$ cat config.mk
export PLATFORM = sky130hd
export DESIGN_NAME = identity_code_validator_unit_flat
export DESIGN_NICKNAME = d
export VERILOG_FILES = /design/src/hw/rtl/icv_pkg.sv /design/src/hw/rtl/icv_channel_if.sv /design/src/hw/rtl/icv_front.sv /design/src/hw/rtl/icv_queue.sv /design/src/hw/rtl/icv_back.sv /design/src/hw/rtl/identity_code_validator_unit.sv /design/src/flat_wrapper.sv
export SDC_FILE = /design/constraint.sdc
export NUM_CORES = 1
export LEC_CHECK = 0
export ABC_AREA = 1
export BUFFER_PORTS_ARGS = -buffer_cell sky130_fd_sc_hd__buf_2
export CORE_MARGIN = 5
export CORE_UTILIZATION = 50
export CTS_CLUSTER_DIAMETER = 60
export DETAILED_ROUTE_END_ITERATION = 10
export PLACE_DENSITY = 0.66
export SYNTH_ARGS = -nofsm -noshare
export SYNTH_HDL_FRONTEND = slang
export SYNTH_SLANG_ARGS = --single-unit
$ cat constraint.sdc
create_clock -name clk -period 6.5 [get_ports clk]
set_input_delay 0.65 -clock clk [delete_from_list [all_inputs] [get_ports clk]]
set_output_delay 0.65 -clock clk [all_outputs]
set_load 0.02 [all_outputs]
$ cat src/hw/rtl/icv_pkg.sv
// Package for the identity code validator: word token type, position constants,
// check symbol table and the small arithmetic helpers used by the front and back.
// No dependencies.
package icv_pkg;

    localparam int unsigned CODE_LEN    = 11;
    localparam int unsigned CENTURY_POS = 6;
    localparam int unsigned CHECK_POS   = 10;
    localparam int unsigned QUEUE_DEPTH = 2;
    localparam int unsigned POS_W       = 4;

    localparam logic [7:0] CHAR_ZERO  = 8'h30;
    localparam logic [7:0] CHAR_NINE  = 8'h39;
    localparam logic [7:0] CHAR_PLUS  = 8'h2B;
    localparam logic [7:0] CHAR_MINUS = 8'h2D;
    localparam logic [7:0] CHAR_A     = 8'h41;

    localparam logic [1:0] CENT_NONE = 2'd0;
    localparam logic [1:0] CENT_1800 = 2'd1;
    localparam logic [1:0] CENT_1900 = 2'd2;
    localparam logic [1:0] CENT_2000 = 2'd3;

    localparam logic [7:0] CHECK_TABLE [31] = '{
        8'h30, 8'h31, 8'h32, 8'h33, 8'h34, 8'h35, 8'h36, 8'h37, 8'h38, 8'h39,
        8'h41, 8'h42, 8'h43, 8'h44, 8'h45, 8'h46, 8'h48, 8'h4A, 8'h4B, 8'h4C,
        8'h4D, 8'h4E, 8'h50, 8'h52, 8'h53, 8'h54, 8'h55, 8'h56, 8'h57, 8'h58,
        8'h59
    };

    // Role of a character, set by its place in the code.
    typedef enum logic [2:0] {
        KIND_DAY,
        KIND_MONTH,
        KIND_YEAR,
        KIND_CENTURY,
        KIND_SERIAL,
        KIND_CHECK,
        KIND_EXTRA
    } kind_t;

    // Classified character handed from the front to the back.
    // value holds the digit, the century code or the check symbol index.
    typedef struct packed {
        kind_t      kind;
        logic       sym_ok;
        logic [4:0] value;
        logic       last;
    } token_t;

    // Index of a character in the check symbol table; ok is low if absent.
    function automatic logic [5:0] check_index(input logic [7:0] c);
        logic [5:0] res;
        res = 6'd0;
        for (int i = 0; i < 31; i++) begin
            if (c == CHECK_TABLE[i]) begin
                res = {1'b1, 5'(i)};
            end
        end
        return res;
    endfunction

    // Remainder by 31 of a value below 496.
    function automatic logic [4:0] mod31(input logic [8:0] v);
        logic [8:0] r;
        r = v;
        if (r >= 9'd248) r = r - 9'd248;
        if (r >= 9'd124) r = r - 9'd124;
        if (r >= 9'd62)  r = r - 9'd62;
        if (r >= 9'd31)  r = r - 9'd31;
        return r[4:0];
    endfunction

    // Days in a month numbered 1 to 12.
    function automatic logic [4:0] month_len(input logic [3:0] m, input logic leap);
        logic [4:0] d;
        unique case (m)
            4'd2:                      d = leap ? 5'd29 : 5'd28;
            4'd4, 4'd6, 4'd9, 4'd11:   d = 5'd30;
            default:                   d = 5'd31;
        endcase
        return d;
    endfunction

endpackage

$ cat src/hw/rtl/icv_channel_if.sv
// Handshake channels of the identity code validator: the character word channel
// and the result word channel. No dependencies.
interface icv_char_if;
    logic       valid;
    logic       ready;
    logic [7:0] char_code;
    logic       is_last;

    modport source (output valid, output char_code, output is_last, input ready);
    modport sink   (input valid, input char_code, input is_last, output ready);
endinterface

interface icv_result_if;
    logic valid;
    logic ready;
    logic valid_res;

    modport source (output valid, output valid_res, input ready);
    modport sink   (input valid, input valid_res, output ready);
endinterface

$ cat src/hw/rtl/icv_front.sv
// Front of the identity code validator: tracks the character position and turns
// each accepted word into a classified token. Depends on icv_pkg.
module icv_front (
    input  logic            clk,
    input  logic            rst_n,
    input  logic            in_valid,
    input  logic [7:0]      char_code,
    input  logic            is_last,
    input  logic            push_ok,
    output logic            push,
    output icv_pkg::token_t token
);

    logic [icv_pkg::POS_W-1:0] pos_reg;
    logic [icv_pkg::POS_W-1:0] pos_next;
    logic [5:0]                chk;

    assign push = in_valid && push_ok;
    assign chk  = icv_pkg::check_index(char_code);

    always_comb
    begin
        token.last   = is_last;
        token.sym_ok = (char_code >= icv_pkg::CHAR_ZERO) && (char_code <= icv_pkg::CHAR_NINE);
        token.value  = {1'b0, char_code[3:0]};
        if (pos_reg < icv_pkg::POS_W'(2)) begin
            token.kind = icv_pkg::KIND_DAY;
        end else if (pos_reg < icv_pkg::POS_W'(4)) begin
            token.kind = icv_pkg::KIND_MONTH;
        end else if (pos_reg < icv_pkg::POS_W'(icv_pkg::CENTURY_POS)) begin
            token.kind = icv_pkg::KIND_YEAR;
        end else if (pos_reg == icv_pkg::POS_W'(icv_pkg::CENTURY_POS)) begin
            token.kind   = icv_pkg::KIND_CENTURY;
            token.sym_ok = 1'b1;
            priority if (char_code == icv_pkg::CHAR_PLUS) begin
                token.value = {3'b0, icv_pkg::CENT_1800};
            end else if (char_code == icv_pkg::CHAR_MINUS) begin
                token.value = {3'b0, icv_pkg::CENT_1900};
            end else if (char_code == icv_pkg::CHAR_A) begin
                token.value = {3'b0, icv_pkg::CENT_2000};
            end else begin
                token.value  = {3'b0, icv_pkg::CENT_NONE};
                token.sym_ok = 1'b0;
            end
        end else if (pos_reg < icv_pkg::POS_W'(icv_pkg::CHECK_POS)) begin
            token.kind = icv_pkg::KIND_SERIAL;
        end else if (pos_reg == icv_pkg::POS_W'(icv_pkg::CHECK_POS)) begin
            token.kind   = icv_pkg::KIND_CHECK;
            token.sym_ok = chk[5];
            token.value  = chk[4:0];
        end else begin
            token.kind = icv_pkg::KIND_EXTRA;
        end
    end

    // The position saturates at the code length and restarts after the last word.
    always_comb
    begin
        pos_next = pos_reg;
        if (push) begin
            if (is_last) begin
                pos_next = '0;
            end else if (pos_reg < icv_pkg::POS_W'(icv_pkg::CODE_LEN)) begin
                pos_next = pos_reg + icv_pkg::POS_W'(1);
            end
        end
    end

    always_ff @(posedge clk or negedge rst_n)
    begin
        if (!rst_n) begin
            pos_reg <= '0;
        end else begin
            pos_reg <= pos_next;
        end
    end

endmodule

$ cat src/hw/rtl/icv_queue.sv
// Short token queue between the front and the back of the identity code
// validator. Depends on icv_pkg.
module icv_queue #(
    parameter int unsigned DEPTH = icv_pkg::QUEUE_DEPTH
) (
    input  logic            clk,
    input  logic            rst_n,
    input  logic            push,
    input  icv_pkg::token_t push_data,
    output logic            not_full,
    input  logic            pop,
    output logic            not_empty,
    output icv_pkg::token_t pop_data
);

    localparam int unsigned PTR_W = (DEPTH > 1) ? $clog2(DEPTH) : 1;
    localparam int unsigned CNT_W = $clog2(DEPTH + 1);

    icv_pkg::token_t  slot_reg [DEPTH];
    logic [PTR_W-1:0] wr_ptr_reg, wr_ptr_next;
    logic [PTR_W-1:0] rd_ptr_reg, rd_ptr_next;
    logic [CNT_W-1:0] count_reg, count_next;

    assign not_full  = count_reg != CNT_W'(DEPTH);
    assign not_empty = count_reg != '0;
    assign pop_data  = slot_reg[rd_ptr_reg];

    always_comb
    begin
        wr_ptr_next = wr_ptr_reg;
        rd_ptr_next = rd_ptr_reg;
        if (push) begin
            wr_ptr_next = (wr_ptr_reg == PTR_W'(DEPTH - 1)) ? '0 : wr_ptr_reg + PTR_W'(1);
        end
        if (pop) begin
            rd_ptr_next = (rd_ptr_reg == PTR_W'(DEPTH - 1)) ? '0 : rd_ptr_reg + PTR_W'(1);
        end
        count_next = count_reg + CNT_W'(push) - CNT_W'(pop);
    end

    always_ff @(posedge clk)
    begin
        if (push) begin
            slot_reg[wr_ptr_reg] <= push_data;
        end
    end

    always_ff @(posedge clk or negedge rst_n)
    begin
        if (!rst_n) begin
            wr_ptr_reg <= '0;
            rd_ptr_reg <= '0;
            count_reg  <= '0;
        end else begin
            wr_ptr_reg <= wr_ptr_next;
            rd_ptr_reg <= rd_ptr_next;
            count_reg  <= count_next;
        end
    end

endmodule

$ cat src/hw/rtl/icv_back.sv
// Back of the identity code validator: applies tokens to the check remainder,
// date fields and error flag, and holds the result word. Depends on icv_pkg.
module icv_back (
    input  logic            clk,
    input  logic            rst_n,
    input  logic            tok_valid,
    input  icv_pkg::token_t tok,
    output logic            pop,
    output logic            out_valid,
    output logic            out_res,
    input  logic            out_ready
);

    logic [4:0] residue_reg, residue_next;
    logic [6:0] day_reg, day_next;
    logic [6:0] month_reg, month_next;
    logic [6:0] year_reg, year_next;
    logic [1:0] century_reg, century_next;
    logic       bad_reg, bad_next;
    logic       out_valid_reg, out_valid_next;
    logic       out_res_reg, out_res_next;
    logic       leap;
    logic       date_ok;
    logic [6:0] digit7;

    assign out_valid = out_valid_reg;
    assign out_res   = out_res_reg;

    // A last token needs the result register free or draining.
    assign pop = tok_valid && (!tok.last || !out_valid_reg || out_ready);

    assign digit7   = 7'(tok.value[3:0]);

    // Only 2000 is a leap century; other years follow the rule of four.
    assign leap    = (year_reg[1:0] == 2'b00)
                  && ((year_reg != 7'd0) || (century_reg == icv_pkg::CENT_2000));
    assign date_ok = (century_reg != icv_pkg::CENT_NONE)
                  && (month_reg >= 7'd1) && (month_reg <= 7'd12)
                  && (day_reg >= 7'd1)
                  && (day_reg <= 7'(icv_pkg::month_len(month_reg[3:0], leap)));

    always_comb
    begin
        residue_next   = residue_reg;
        day_next       = day_reg;
        month_next     = month_reg;
        year_next      = year_reg;
        century_next   = century_reg;
        bad_next       = bad_reg;
        out_valid_next = out_valid_reg && !out_ready;
        out_res_next   = out_res_reg;
        if (pop) begin
            unique case (tok.kind)
                icv_pkg::KIND_DAY, icv_pkg::KIND_MONTH,
                icv_pkg::KIND_YEAR, icv_pkg::KIND_SERIAL:
                begin
                    if (!tok.sym_ok) begin
                        bad_next = 1'b1;
                    end else begin
                        residue_next = icv_pkg::mod31(9'(residue_reg * 9'd10)
                                                      + 9'(tok.value[3:0]));
                        if (tok.kind == icv_pkg::KIND_DAY) begin
                            day_next = 7'(day_reg * 7'd10) + digit7;
                        end
                        if (tok.kind == icv_pkg::KIND_MONTH) begin
                            month_next = 7'(month_reg * 7'd10) + digit7;
                        end
                        if (tok.kind == icv_pkg::KIND_YEAR) begin
                            year_next = 7'(year_reg * 7'd10) + digit7;
                        end
                    end
                end
                icv_pkg::KIND_CENTURY:
                begin
                    if (!tok.sym_ok) begin
                        bad_next = 1'b1;
                    end else begin
                        century_next = tok.value[1:0];
                    end
                end
                icv_pkg::KIND_CHECK:
                begin
                    if (!tok.sym_ok || (tok.value != residue_reg)) begin
                        bad_next = 1'b1;
                    end
                end
                default:
                begin
                    bad_next = 1'b1;
                end
            endcase
            if (tok.last) begin
                // The date fields never change on the check character, so the
                // held values are the final ones.
                out_valid_next = 1'b1;
                out_res_next   = !bad_next && (tok.kind == icv_pkg::KIND_CHECK) && date_ok;
                residue_next   = '0;
                day_next       = '0;
                month_next     = '0;
                year_next      = '0;
                century_next   = icv_pkg::CENT_NONE;
                bad_next       = 1'b0;
            end
        end
    end

    always_ff @(posedge clk)
    begin
        out_res_reg <= out_res_next;
    end

    always_ff @(posedge clk or negedge rst_n)
    begin
        if (!rst_n) begin
            residue_reg   <= '0;
            day_reg       <= '0;
            month_reg     <= '0;
            year_reg      <= '0;
            century_reg   <= icv_pkg::CENT_NONE;
            bad_reg       <= 1'b0;
            out_valid_reg <= 1'b0;
        end else begin
            residue_reg   <= residue_next;
            day_reg       <= day_next;
            month_reg     <= month_next;
            year_reg      <= year_next;
            century_reg   <= century_next;
            bad_reg       <= bad_next;
            out_valid_reg <= out_valid_next;
        end
    end

endmodule

$ cat src/hw/rtl/identity_code_validator_unit.sv
// Top level of the identity code validator: front classifier, token queue and
// back evaluator. Depends on icv_pkg, icv_channel_if, icv_front, icv_queue, icv_back.
//
// Usage: the identity code enters one ASCII character per word on the char channel,
// with is_last set on the word that ends the code. Every word without is_last gives
// no result; a word with is_last gives exactly one result word on the result channel,
// valid_res = 1 when the code has exactly eleven characters, every digit position
// holds a digit, the century sign is known, the date exists in the Gregorian calendar
// and the check character matches the remainder by 31 of the nine digits.
// Throughput is one character word per cycle while the token queue is not full. The
// result word for an accepted last word passes through the token queue and then
// the result register.
// When the receiver stalls, the result word is held in the result register; the next
// last token waits in the queue with later tokens behind it. The char channel drops
// ready only once the queue is full, so input words still flow while one result waits.
// Reset clears the position, all code fields, the queue and the result valid flag;
// the block is ready for a new code as soon as reset is released.
module identity_code_validator_unit #(
    parameter int unsigned QUEUE_DEPTH = icv_pkg::QUEUE_DEPTH
) (
    input  logic         clk,
    input  logic         rst_n,
    icv_char_if.sink     in_ch,
    icv_result_if.source out_ch
);

    icv_pkg::token_t front_token;
    icv_pkg::token_t back_token;
    logic            push;
    logic            queue_not_full;
    logic            queue_not_empty;
    logic            pop;

    assign in_ch.ready = queue_not_full;

    // Front: position tracking and character classification.
    icv_front u_front (
        .clk       (clk),
        .rst_n     (rst_n),
        .in_valid  (in_ch.valid),
        .char_code (in_ch.char_code),
        .is_last   (in_ch.is_last),
        .push_ok   (queue_not_full),
        .push      (push),
        .token     (front_token)
    );

    // Queue: lets the front keep taking words while the back waits on the receiver.
    icv_queue #(
        .DEPTH (QUEUE_DEPTH)
    ) u_queue (
        .clk       (clk),
        .rst_n     (rst_n),
        .push      (push),
        .push_data (front_token),
        .not_full  (queue_not_full),
        .pop       (pop),
        .not_empty (queue_not_empty),
        .pop_data  (back_token)
    );

    // Back: remainder, date and error tracking, and the result register.
    icv_back u_back (
        .clk       (clk),
        .rst_n     (rst_n),
        .tok_valid (queue_not_empty),
        .tok       (back_token),
        .pop       (pop),
        .out_valid (out_ch.valid),
        .out_res   (out_ch.valid_res),
        .out_ready (out_ch.ready)
    );

endmodule

$ cat src/flat_wrapper.sv
// flat-port wrapper written by rule: the top's interface ports become plain ports
module identity_code_validator_unit_flat 
#(
    parameter int unsigned QUEUE_DEPTH = icv_pkg::QUEUE_DEPTH
)
  (clk, rst_n, in_ch_valid, in_ch_char_code, in_ch_is_last, in_ch_ready, out_ch_valid, out_ch_valid_res, out_ch_ready);
  icv_char_if in_ch_i ();
  icv_result_if out_ch_i ();
  input  logic clk;
  input  logic rst_n;
  input wire logic [$bits(in_ch_i.valid)-1:0] in_ch_valid;
  input wire logic [$bits(in_ch_i.char_code)-1:0] in_ch_char_code;
  input wire logic [$bits(in_ch_i.is_last)-1:0] in_ch_is_last;
  output wire logic [$bits(in_ch_i.ready)-1:0] in_ch_ready;
  output wire logic [$bits(out_ch_i.valid)-1:0] out_ch_valid;
  output wire logic [$bits(out_ch_i.valid_res)-1:0] out_ch_valid_res;
  input wire logic [$bits(out_ch_i.ready)-1:0] out_ch_ready;
  assign in_ch_i.valid = in_ch_valid;
  assign in_ch_i.char_code = in_ch_char_code;
  assign in_ch_i.is_last = in_ch_is_last;
  assign in_ch_ready = in_ch_i.ready;
  assign out_ch_valid = out_ch_i.valid;
  assign out_ch_valid_res = out_ch_i.valid_res;
  assign out_ch_i.ready = out_ch_ready;
  identity_code_validator_unit #(.QUEUE_DEPTH(QUEUE_DEPTH)) u_core (.clk(clk), .rst_n(rst_n), .in_ch(in_ch_i), .out_ch(out_ch_i));
endmodule
== Word-level counts from Yosys, hierarchy flattened ==
Memories as Yosys holds them, arrays and structs flattened.
Cells that the tools add are included.
Widths: inputs -> output; s select.
Word-level totals
  latch bits: 0
  RAM bits: 20
  ROM bits: 0
  input bits: 13
  memories kept: 1
  output and inout bits: 3
  word-level logic and storage cells: 229
  bits in registers: 39
Memories
  u_core.u_queue.slot_reg: words 2, bits a word 10, rd ports 1, clocked after memory_dff 0, write ports 1, RTL line icv_queue.sv:19  | icv_pkg::token_t slot_reg [DEPTH];
Cells by class
  order comparisons: 15
  $mul: 4
  mux-type cells: 94
  shift-type cells: 0
  reductions and logical operators: 42
  bitwise logic cells: 0
  eq/ne operators: 48
  add/sub/neg operators: 13
  div/mod/pow operators: 0
Operators by type and width (number)
  $mux 6: 36
  $eq 8x7->1 const B: 21
  $mux 9: 13
  $eq 8x6->1 const B: 12
  $mux 7: 12
  $add 7x4->7: 3
  $mul 7x3->6 const B: 3
  $mux 5: 4
  $reduce_bool 2->1: 9
  $mux 2: 8
  $ge 7x1->1 const B: 2
  $mux 1: 14
  $eq 4x3->1 const B: 3
  $eq 4x4->1 const B: 3
  $reduce_and 4->1: 3
  $logic_and 1x1->1: 11
  $add 9x4->9: 1
  $ge 9x5->1 const B: 1
  $ge 9x6->1 const B: 1
  $ge 9x7->1 const B: 1
  $ge 9x8->1 const B: 1
  $mux 3: 3
  $sub 9x6->9 const B: 1
  $sub 9x7->9 const B: 1
  33 further kinds: 49

== Depth between registers and ports, before layout ==
Gate-level depths: netlist of the first run.
  word-level depth: 38
  depth in mapped cells: 39
  mapped depth without buffers: 39

== Modules after synthesis ==
Synthesis of the first run repeated with hierarchy kept, for this count alone.
Second synthesis, totals
  cells, all modules: 722
  area total of the unflattened synthesis: 5411.4 sq um
Modules (own cells, without submodules)
  icv_back: seq. area each 780.7 sq um, area each 3538.4 sq um, times used 1, cells an instance 479
  icv_queue: seq. area each 700.7 sq um, area each 993.5 sq um, times used 1, cells an instance 77
  icv_front: seq. area each 100.1 sq um, area each 879.6 sq um, times used 1, cells an instance 166

== Worst setup path before layout of the first run ==
Ideal clock, no wire load.
  path kind: flip-flop to flip-flop
  from: reg u_core.u_queue.rd_ptr_reg
  to: reg u_core.u_back.residue_reg[0]
  cell stages (with the launch flop): 36
  setup slack: 1.842 ns
  period minus slack after synthesis: 4.658 ns
  library setup time: 0.118 ns
  required time: 6.382 ns
  buffers on the path: 2
  data arrival time: 4.539 ns
  cells stage by stage: dfrtp_1 > buf_1 > nand2_1 > nand2_1 > ha_1 > nand2_1 > nor2_2 > nor2_4 > xor2_2 > inv_1 > ha_1 > nand3_1 > nor2_2 > a21oi_4 > nand2_4 > nand2_2 > nand2_1 > and2_4 > buf_6 > or2_0 > nand2_2 > ha_1 > nand3_1 > nor2_4 > nand2_2 > nand4_1 > nand2_1 > inv_1 > ha_1 > inv_1 > nor2_2 > nand2_4 > nand3_2 > nand2_1 > nand3_1 > nand2_1
Between the ends
  word-level cells in the longest chain between the ends: 22
  elaborated cells on any way between the ends: 38
  those cells by class: 5 x add/sub; 4 x order compare; 3 x eq/ne; 16 x mux; 9 x reduce/logical; 1 x memory
RTL lines
  start, declared: RTL line icv_queue.sv:21  | logic [PTR_W-1:0] rd_ptr_reg, rd_ptr_next;
  start signal, assigned: RTL line icv_queue.sv:56  | rd_ptr_reg <= rd_ptr_next;
  $mem_v2 2x10 (*)
  $add 9x4->9: RTL line icv_back.sv:61  | + 9'(tok.value[3:0]));
  $sub 9x8->9 / $ge 9x8->1 (equally long branches): RTL line icv_pkg.sv:66  | if (r >= 9'd248) r = r - 9'd248;
  $mux 9: RTL line icv_pkg.sv:66
  $mux 9: RTL line icv_back.sv:57  | if (!tok.sym_ok) begin
  $mux 9: RTL line icv_back.sv:53  | unique case (tok.kind)
  $mux 9: RTL line icv_back.sv:52  | if (pop) begin
  $sub 9x7->9 / $ge 9x7->1 (equally long branches): RTL line icv_pkg.sv:67  | if (r >= 9'd124) r = r - 9'd124;
  [6 not listed]
  $mux 9: RTL line icv_back.sv:57
  $mux 9: RTL line icv_back.sv:53
  $mux 9: RTL line icv_back.sv:52
  $ge 9x5->1 / $sub 5x5->5 (equally long branches): RTL line icv_pkg.sv:69  | if (r >= 9'd31) r = r - 9'd31;
  $mux 5: RTL line icv_pkg.sv:69
  $mux 5: RTL line icv_back.sv:57
  $mux 5: RTL line icv_back.sv:53
  $mux 5: RTL line icv_back.sv:92  | if (tok.last) begin
  end signal, assigned: RTL line icv_back.sv:123  | residue_reg <= residue_next;
  end, declared: RTL line icv_back.sv:14  | logic [4:0] residue_reg, residue_next;
Every way passes the cells marked *; elsewhere a longest branch is shown, timed or not. The select of a mux whose other input is x is not followed.
A chain may end at the register's enable or synchronous reset.

== Final worst setup path of the first run ==
Ends and elaborated chain as after synthesis.

==> run_results.csv, run 1 <==
group,metric,value,unit
outcome,result_of_the_run,"finished clean",
global_routing,first_global_vias,4453,
cells_and_area,largest_reg_flops,20,
floorplanning,rows,37,
synth,synthesized_area_fraction_occupied_by_ao_oa_aoi_and_oai_cells,9.92,%
timing,maxSlewViolCount,0,
synth,synth.yosys.warnings,0,
synth,synth_largest_type_area_fraction,18.0,%
cells_and_area,area.growth.synth_to_final,7.71,%
synth,synth_top_area_cell,"sky130_fd_sc_hd__dfrtp_1",
clock_network,cts_tree,"built",
timing,fin_crit,5270,ps
timing,worst_slew_margin_rel,38.0,%
synth,post_synth_instance_area,0.00527,mm²
global_routing,grt_remaining_overflow,0,
clock_network,clockRootBuffer,"sky130_fd_sc_hd__clkbuf_8",
timing,worst_clk_skew,14.6,ps
timing,grt_setup_unrepaired,"false",
synth,yosys.area_share.adder,12.3,%
setup_path,cpMaxStageDelayCell,"sky130_fd_sc_hd__dfrtp_1",
clock_network,cts_htree_levels,3,
floorplanning,die-width,113,µm
clock_network,cts-root-to-sink-buffers,2,
cells_and_area,num_antenna_cells,0,
setup_path,critical-path-top-cell-by-count,"sky130_fd_sc_hd__nand2_1",
global_routing,global_route_wire_length_before_repair,20300,µm
placement,dp.final_hpwl,8970,µm
clock_network,cts_inserted_buffers,9,
timing,worst-slew-pin-transition,926,ps
synth,synth_async_sr_flop_share,64.4,%
setup_path,cp.required,6730,ps
setup_path,timing.critical_path.slowest_cell_delay,580,ps
hold_path,hold_path.class,"primary input to async pin",
floorplanning,initial_core_util,51.1,%
placement,buffer_ports.inserted,15,
synth,synth_top_family_by_area,"simple AND/OR/NAND/NOR gates",
global_routing,antenna_found_initial,0,
detailed_routing,postRouteWirelength,11500,µm
floorplanning,die_height,113,µm
floorplanning,die_area,0.0127,mm²
setup_path,criticalPathCategory,"flop to flop",
clock_network,post-cts-setup-buffer-count,0,
clock_network,clkSinkCount,59,
detailed_routing,route.detailed.drc,0,
global_routing,largest_net_degree_at_the_start_of_global_routing,39,
timing,final_hold_viol_count,0,
synth,synth_simple_gate_area_share,33.2,%
setup_path,timing.critical_path.to_type,"flop",
synth,ys_seq_elements,59,
synth,postSynthNetCount,769,
cells_and_area,finalInstanceArea,0.00568,mm²
setup_path,worst-endpoint-arrival,5500,ps
timing,sum_of_negative_setup_slack,0,ps
timing,layout_worst_path_cycle_share,81.1,%
placement,gp_congestion,0.905,
placement,dp_worst_setup_slack,1250,ps
setup_path,rrSetupSlack,1230,ps
synth,synth.top_cells.by_area,"sky130_fd_sc_hd__dfrtp_1, sky130_fd_sc_hd__edfxtp_1, sky130_fd_sc_hd__nand2_1",
setup_path,worstSetupStartpointType,"flop",
timing,finalSetupViolCount,0,
clock_network,postCtsResizedCells,0,
synth,synth_cell_types,53,
detailed_routing,drtAntennaViolNets,0,
setup_path,worstPathMaxFanout,13,
clock_network,post_cts_hold_buffer_count,0,
clock_network,clock_insertion_delay_worst_skew,340,ps
job,max_cap_violations,0,
floorplanning,coreArea,0.0103,mm²
timing,max_clock_freq,190,MHz
synth,primary_flip_flop_cell_chosen_by_synthesis_mapping,"sky130_fd_sc_hd__dfrtp_1",
synth,avgSynthCellArea,7.44,µm²
global_routing,grtUsageTotal,19.1,%
synth,syn-instance-count,709,
floorplanning,boundaryPins,16,
cells_and_area,finalNetCount,787,
detailed_routing,viasPerCell,5.29,
synth,yosys.area_share.xor_xnor,5.27,%
placement,detailed_place.area,0.00548,mm²
synth,muxShareOfSynthArea,0.403,%
cells_and_area,drive_gt1_share,12.2,%
cells_and_area,filler_cell_count,994,
detailed_routing,drt-pass1-iter-count,5,
clock_network,clk_pin_slew_worst_paths,80,ps
detailed_routing,drt-wirelength-per-cell,13.3,µm
synth,seq_area_frac_synth,30.0,%
detailed_routing,dr.first_iter.drc_count,252,
detailed_routing,dr_total_vias,4589,
timing,fin_ws,1230,ps
synth,synth_edf_count,21,
## stage by stage
step	hold slack (ps)	util, %	instances
6_report	438	55.0	868
4_1_cts	455	55.0	868
3_3_place_gp	469	53.1	852
5_1_grt	489	55.0	868
2_1_floorplan	354	-	709
3_5_place_dp	474	53.1	852
## layer usage
metal	vias up	track usage, %	share of wire, %
li1	2371	-	-
met3	17	3.05	3.2
met2	93	31.9	48
met1	2108	26.0	48
met5	-	0	0
met4	0	4.89	1.2
## critical path, delay by kind of cell (launching register included)
family                     cells  cell delay, ps
AOI/OAI and AO/OA              1             220
xor gates and xnor gates       1             240
adders and majority gates      4            1000
buffers and inverters          5             380
DFF                            1             580
and+or+nand+nor               25            2730
## area by class of cell
class / instances / area [µm²] / share of cell area [%]
clock inverter: 7 / 75.1 / 1.32
timing repair buffer: 15 / 75.1 / 1.32
sequential: 59 / 1580 / 27.8
inverter: 115 / 432 / 7.60
multi-input combinational: 527 / 3220 / 56.7
clock buffer: 9 / 124 / 2.18
tap: 136 / 170 / 3.00
## kinds of logic after synthesis
| family | Yosys count |
|---|---|
| AOI/OAI and AO/OA | 87 |
| muxes | 2 |
| buffers and inverters | 123 |
| xor gates and xnor gates | 30 |
| and+or+nand+nor | 361 |
| DFF | 59 |
| adders and majority gates | 47 |
## cell usage in the layout, fill, tap and decap left out, types with 7 or more instances in the layout
cell type	instances
sky130_fd_sc_hd__nand2_1	162
sky130_fd_sc_hd__inv_1	106
sky130_fd_sc_hd__nor2_1	65
sky130_fd_sc_hd__nand3_1	46
sky130_fd_sc_hd__ha_1	39
sky130_fd_sc_hd__dfrtp_1	38
sky130_fd_sc_hd__o21ai_0	37
sky130_fd_sc_hd__edfxtp_1	21
sky130_fd_sc_hd__nor3_1	19
sky130_fd_sc_hd__a21oi_1	17
sky130_fd_sc_hd__xor2_1	17
sky130_fd_sc_hd__nand4_1	15
sky130_fd_sc_hd__buf_2	15
sky130_fd_sc_hd__xnor2_1	11
sky130_fd_sc_hd__nand2_2	11
sky130_fd_sc_hd__nor2_2	10
sky130_fd_sc_hd__clkbuf_8	9
sky130_fd_sc_hd__nand2_4	8
sky130_fd_sc_hd__fa_1	8
sky130_fd_sc_hd__inv_2	7
## final timing paths
path	endpoint	cells after the start	start
max	u_core.u_back.residue_reg[0]$_DFFE_PN0P_	36	u_core.u_queue.rd_ptr_reg$_DFFE_PN0P_
min	u_core.u_back.year_reg[6]$_DFFE_PN0P_	1	rst_n
max reg2reg	u_core.u_back.residue_reg[0]$_DFFE_PN0P_	36	u_core.u_queue.rd_ptr_reg$_DFFE_PN0P_
min reg2reg	u_core.u_back.century_reg[0]$_DFFE_PN0P_	2	u_core.u_back.century_reg[0]$_DFFE_PN0P_
max in group asynchronous	u_core.u_back.residue_reg[0]$_DFFE_PN0P_	1	rst_n
min in group clk	u_core.u_back.century_reg[0]$_DFFE_PN0P_	2	u_core.u_back.century_reg[0]$_DFFE_PN0P_
## synth_stat cells, types with 5 or more instances
library cell,count
sky130_fd_sc_hd__nand2_2,11
sky130_fd_sc_hd__fa_1,8
sky130_fd_sc_hd__nand3_2,5
sky130_fd_sc_hd__ha_1,39
sky130_fd_sc_hd__inv_1,106
sky130_fd_sc_hd__nor3_1,19
sky130_fd_sc_hd__nand4_1,15
sky130_fd_sc_hd__a31oi_1,6
sky130_fd_sc_hd__nand2_1,162
sky130_fd_sc_hd__clkbuf_1,6
sky130_fd_sc_hd__edfxtp_1,21
sky130_fd_sc_hd__inv_2,7
sky130_fd_sc_hd__xor2_1,17
sky130_fd_sc_hd__o21ai_0,37
sky130_fd_sc_hd__o22ai_1,5
sky130_fd_sc_hd__a211oi_1,5
sky130_fd_sc_hd__a21oi_1,17
sky130_fd_sc_hd__nand2_4,8
sky130_fd_sc_hd__xnor2_1,11
sky130_fd_sc_hd__nor2_1,65
sky130_fd_sc_hd__nor2_4,5
sky130_fd_sc_hd__nor2_2,10
sky130_fd_sc_hd__dfrtp_1,38
sky130_fd_sc_hd__nand3_1,46
Power of run 1 is left out: the tool's default activity adds up to more than one toggle a clock period on the data nets, which glitch-free logic cannot reach.
==> inputs of run 2 (changes only) <==
--- a/config.mk
+++ b/config.mk
@@ -5,13 +5,13 @@
 export SDC_FILE = /design/constraint.sdc
 export NUM_CORES = 1
 export LEC_CHECK = 0
-export ABC_AREA = 1
+export ABC_AREA = 0
 export BUFFER_PORTS_ARGS = -buffer_cell sky130_fd_sc_hd__buf_2
 export CORE_MARGIN = 5
 export CORE_UTILIZATION = 50
 export CTS_CLUSTER_DIAMETER = 60
 export DETAILED_ROUTE_END_ITERATION = 10
-export PLACE_DENSITY = 0.66
+export PLACE_DENSITY = 0.69
 export SYNTH_ARGS = -nofsm -noshare
 export SYNTH_HDL_FRONTEND = slang
 export SYNTH_SLANG_ARGS = --single-unit
==> constraint.sdc (replaced) <==
create_clock -name clk -period 4.75 [get_ports clk]
set_input_delay 0.475 -clock clk [delete_from_list [all_inputs] [get_ports clk]]
set_output_delay 0.475 -clock clk [all_outputs]
set_load 0.02 [all_outputs]
==> run 2 against run 1 <==
Net effect: the flow now finishes with violations (setup timing); register-to-register slack got worse by 1900 ps; synthesized cell count fell by 13%; flip-flop and latch count did not move.
==> run_results.csv, run 2 <==
group,metric,value,unit
placement,gp_congestion,0.900,
floorplanning,die_area,0.0133,mm²
setup_path,worstSetupStartpointType,"flop",
cells_and_area,multi_input_comb_area,0.00413,mm²
placement,detailed_place.area,0.00661,mm²
clock_network,clk_pin_slew_worst_paths,80,ps
synth,avgSynthCellArea,8.92,µm²
setup_path,critical-path-top-cell-by-count,"sky130_fd_sc_hd__ha_4",
clock_network,cts_tree,"built",
setup_path,worstPathMaxFanout,5,
detailed_routing,dr.first_iter.drc_count,414,
timing,layout_worst_path_cycle_share,114,%
setup_path,rrSetupSlack,-650,ps
placement,dp_worst_setup_slack,-708,ps
setup_path,r2r-end,"u_core.u_back.residue_reg[1]$_DFFE_PN0P_",
synth,post_synth_instance_area,0.00553,mm²
cells_and_area,mostFrequentLayoutCell,"sky130_fd_sc_hd__buf_4",
outcome,result_of_the_run,"finished, violations left",
global_routing,first_global_vias,5087,
synth,seq_area_frac_synth,28.6,%
clock_network,clkSinkCount,59,
cells_and_area,area.growth.synth_to_final,29.1,%
floorplanning,die-width,115,µm
timing,finalSetupViolCount,5,
detailed_routing,route.detailed.drc,0,
setup_path,cp.required,4980,ps
cells_and_area,finalInstanceArea,0.00714,mm²
setup_path,timing.critical_path.slowest_cell_delay,430,ps
clock_network,cts_inserted_buffers,9,
floorplanning,initial_core_util,51.0,%
clock_network,cts_htree_levels,3,
clock_network,clockRootBuffer,"sky130_fd_sc_hd__clkbuf_8",
cells_and_area,filler_cell_count,830,
synth,postSynthNetCount,680,
cells_and_area,largest_reg_flops,20,
synth,yosys.cell_count.top_type,"sky130_fd_sc_hd__nand2_1",
synth,synth_async_sr_flop_share,64.4,%
outcome,violations,"setup timing",
timing,fin_crit,5400,ps
detailed_routing,drt-wirelength-per-cell,16.3,µm
synth,synth.top_cells.by_area,"sky130_fd_sc_hd__dfrtp_1, sky130_fd_sc_hd__edfxtp_1, sky130_fd_sc_hd__ha_1",
setup_path,worstReg2RegStart,"u_core.u_queue.rd_ptr_reg$_DFFE_PN0P_",
timing,fin_ws,-650,ps
floorplanning,rows,38,
placement,buffer_ports.inserted,15,
global_routing,grt_remaining_overflow,0,
timing,maxSlewViolCount,0,
floorplanning,die_height,115,µm
hold_path,hold_path.class,"primary input to async pin",
cells_and_area,drive_gt1_share,31.3,%
timing,worst_slew_margin_rel,32.0,%
timing,worst_clk_skew,13.9,ps
detailed_routing,dr_total_vias,5217,
setup_path,timing.critical_path.to_type,"flop",
placement,dp.final_hpwl,10700,µm
clock_network,clock_insertion_delay_worst_skew,350,ps
cells_and_area,finalNetCount,793,
global_routing,grtUsageTotal,21.7,%
setup_path,critPathBufInv,4,
global_routing,largest_net_degree_at_the_start_of_global_routing,39,
timing,worst-slew-pin-transition,1010,ps
cells_and_area,layout_common_cells,"sky130_fd_sc_hd__buf_4, sky130_fd_sc_hd__nand2_1, sky130_fd_sc_hd__dfrtp_1, sky130_fd_sc_hd__o21ai_0, sky130_fd_sc_hd__nor2_1",
synth,primary_flip_flop_cell_chosen_by_synthesis_mapping,"sky130_fd_sc_hd__dfrtp_1",
setup_path,critical_path.top_delay_family,"compound AO/OA/AOI/OAI gates",
detailed_routing,postRouteWirelength,14300,µm
synth,synth_cell_types,86,
setup_path,worst_r2r_path_depth,26,
timing,grt_setup_unrepaired,"true",
detailed_routing,drt-pass1-iter-count,6,
timing,max_clock_freq,185,MHz
synth,synth.yosys.warnings,0,
detailed_routing,drtAntennaViolNets,0,
synth,ys_seq_elements,59,
synth,post_synth_most_frequent_cells,"sky130_fd_sc_hd__nand2_1, sky130_fd_sc_hd__ha_1, sky130_fd_sc_hd__dfrtp_1, sky130_fd_sc_hd__nor2_1, sky130_fd_sc_hd__o21ai_0",
setup_path,worst-endpoint-arrival,5630,ps
setup_path,cpMaxStageDelayCell,"sky130_fd_sc_hd__dfrtp_1",
floorplanning,coreArea,0.0108,mm²
synth,synth_top_area_cell,"sky130_fd_sc_hd__dfrtp_1",
cells_and_area,num_antenna_cells,0,
timing,sum_of_negative_setup_slack,-2740,ps
detailed_routing,viasPerCell,5.94,
synth,syn-instance-count,620,
synth,synth_largest_type_area_fraction,17.2,%
global_routing,global_route_wire_length_before_repair,23900,µm
setup_path,criticalPathCategory,"flop to flop",
timing,final_hold_viol_count,0,
clock_network,cts-root-to-sink-buffers,2,
cells_and_area,sequential_cell_area,0.00158,mm²
synth,synth_edf_count,21,
job,max_cap_violations,0,
floorplanning,boundaryPins,16,
global_routing,antenna_found_initial,0,
run 2: cell types whose count changed in the layout (fill, tap and decap cells not counted), moves of 14 or more:
cell | previous run | this run
sky130_fd_sc_hd__nor2_1 | 65 | 34
sky130_fd_sc_hd__nand3_1 | 46 | 18
sky130_fd_sc_hd__xnor2_1 | 11 | 29
sky130_fd_sc_hd__nand2_1 | 162 | 80
sky130_fd_sc_hd__buf_4 | 0 | 101
sky130_fd_sc_hd__o31ai_1 | 2 | 16
sky130_fd_sc_hd__inv_1 | 106 | 24
run 2: logic make-up (layout without fill, tap and decap cells):
| logic type | Yosys count | count (layout) | synth area share, % |
|---|---|---|---|
| simple gates | 210 | 210 | 18.9 |
| mux | 22 | 22 | 4.25 |
| fa+ha+maj | 47 | 47 | 11.7 |
| buf+inv | 54 | 172 | 3.87 |
| compound gates | 185 | 185 | 25.3 |
| xor+xnor | 43 | 43 | 7.29 |
| flops | 59 | 59 | 28.6 |
run 2: worst max path at each step:
stage                                                      from                                       end  slack (ps)  depth (start not counted)
after global routing      u_core.u_queue.rd_ptr_reg$_DFFE_PN0P_  u_core.u_back.residue_reg[1]$_DFFE_PN0P_        -930                         26
after global placement    u_core.u_queue.rd_ptr_reg$_DFFE_PN0P_  u_core.u_back.residue_reg[1]$_DFFE_PN0P_        -540                         24
after CTS                 u_core.u_queue.rd_ptr_reg$_DFFE_PN0P_  u_core.u_back.residue_reg[1]$_DFFE_PN0P_        -630                         27
after detailed placement  u_core.u_queue.rd_ptr_reg$_DFFE_PN0P_  u_core.u_back.residue_reg[1]$_DFFE_PN0P_        -710                         24
final                     u_core.u_queue.rd_ptr_reg$_DFFE_PN0P_  u_core.u_back.residue_reg[1]$_DFFE_PN0P_        -650                         26
after floorplan           u_core.u_queue.rd_ptr_reg$_DFFE_PN0P_  u_core.u_back.residue_reg[1]$_DFFE_PN0P_       -1120                         28
run 2: cell type report:
cell class	instances	area share [%]
sequential	59	22.2
clock inverter	7	0.807
timing repair buffer	127	13.4
multi-input combinational	507	57.8
inverter	29	1.60
clock buffer	9	1.74
tap	140	2.45
run 2: repair_timing:
action                                  CTS  global route
cloned                                    0             0
hold buffers                              0             0
pin swaps                                 4            15
endpoints found under the setup margin    5             5
resized for setup                        12            35
buffers inserted                          6            13
run 2: per-layer routing:
| metal | wire length [µm] | GRT usage (%) |
|---|---|---|
| met4 | 200 | 4.30 |
| met2 | 7200 | 37.5 |
| met5 | 0 | 0 |
| met3 | 629 | 2.89 |
| met1 | 6290 | 29.3 |
run 2: stage by stage:
stage	util [%]	hold slack, ps	instances
2_1_floorplan	-	179	620
3_3_place_gp	61.0	443	847
3_5_place_dp	61.0	466	847
4_1_cts	63.6	267	869
5_1_grt	65.8	306	878
6_report	65.8	251	878
Power of run 2 is left out for the same reason.
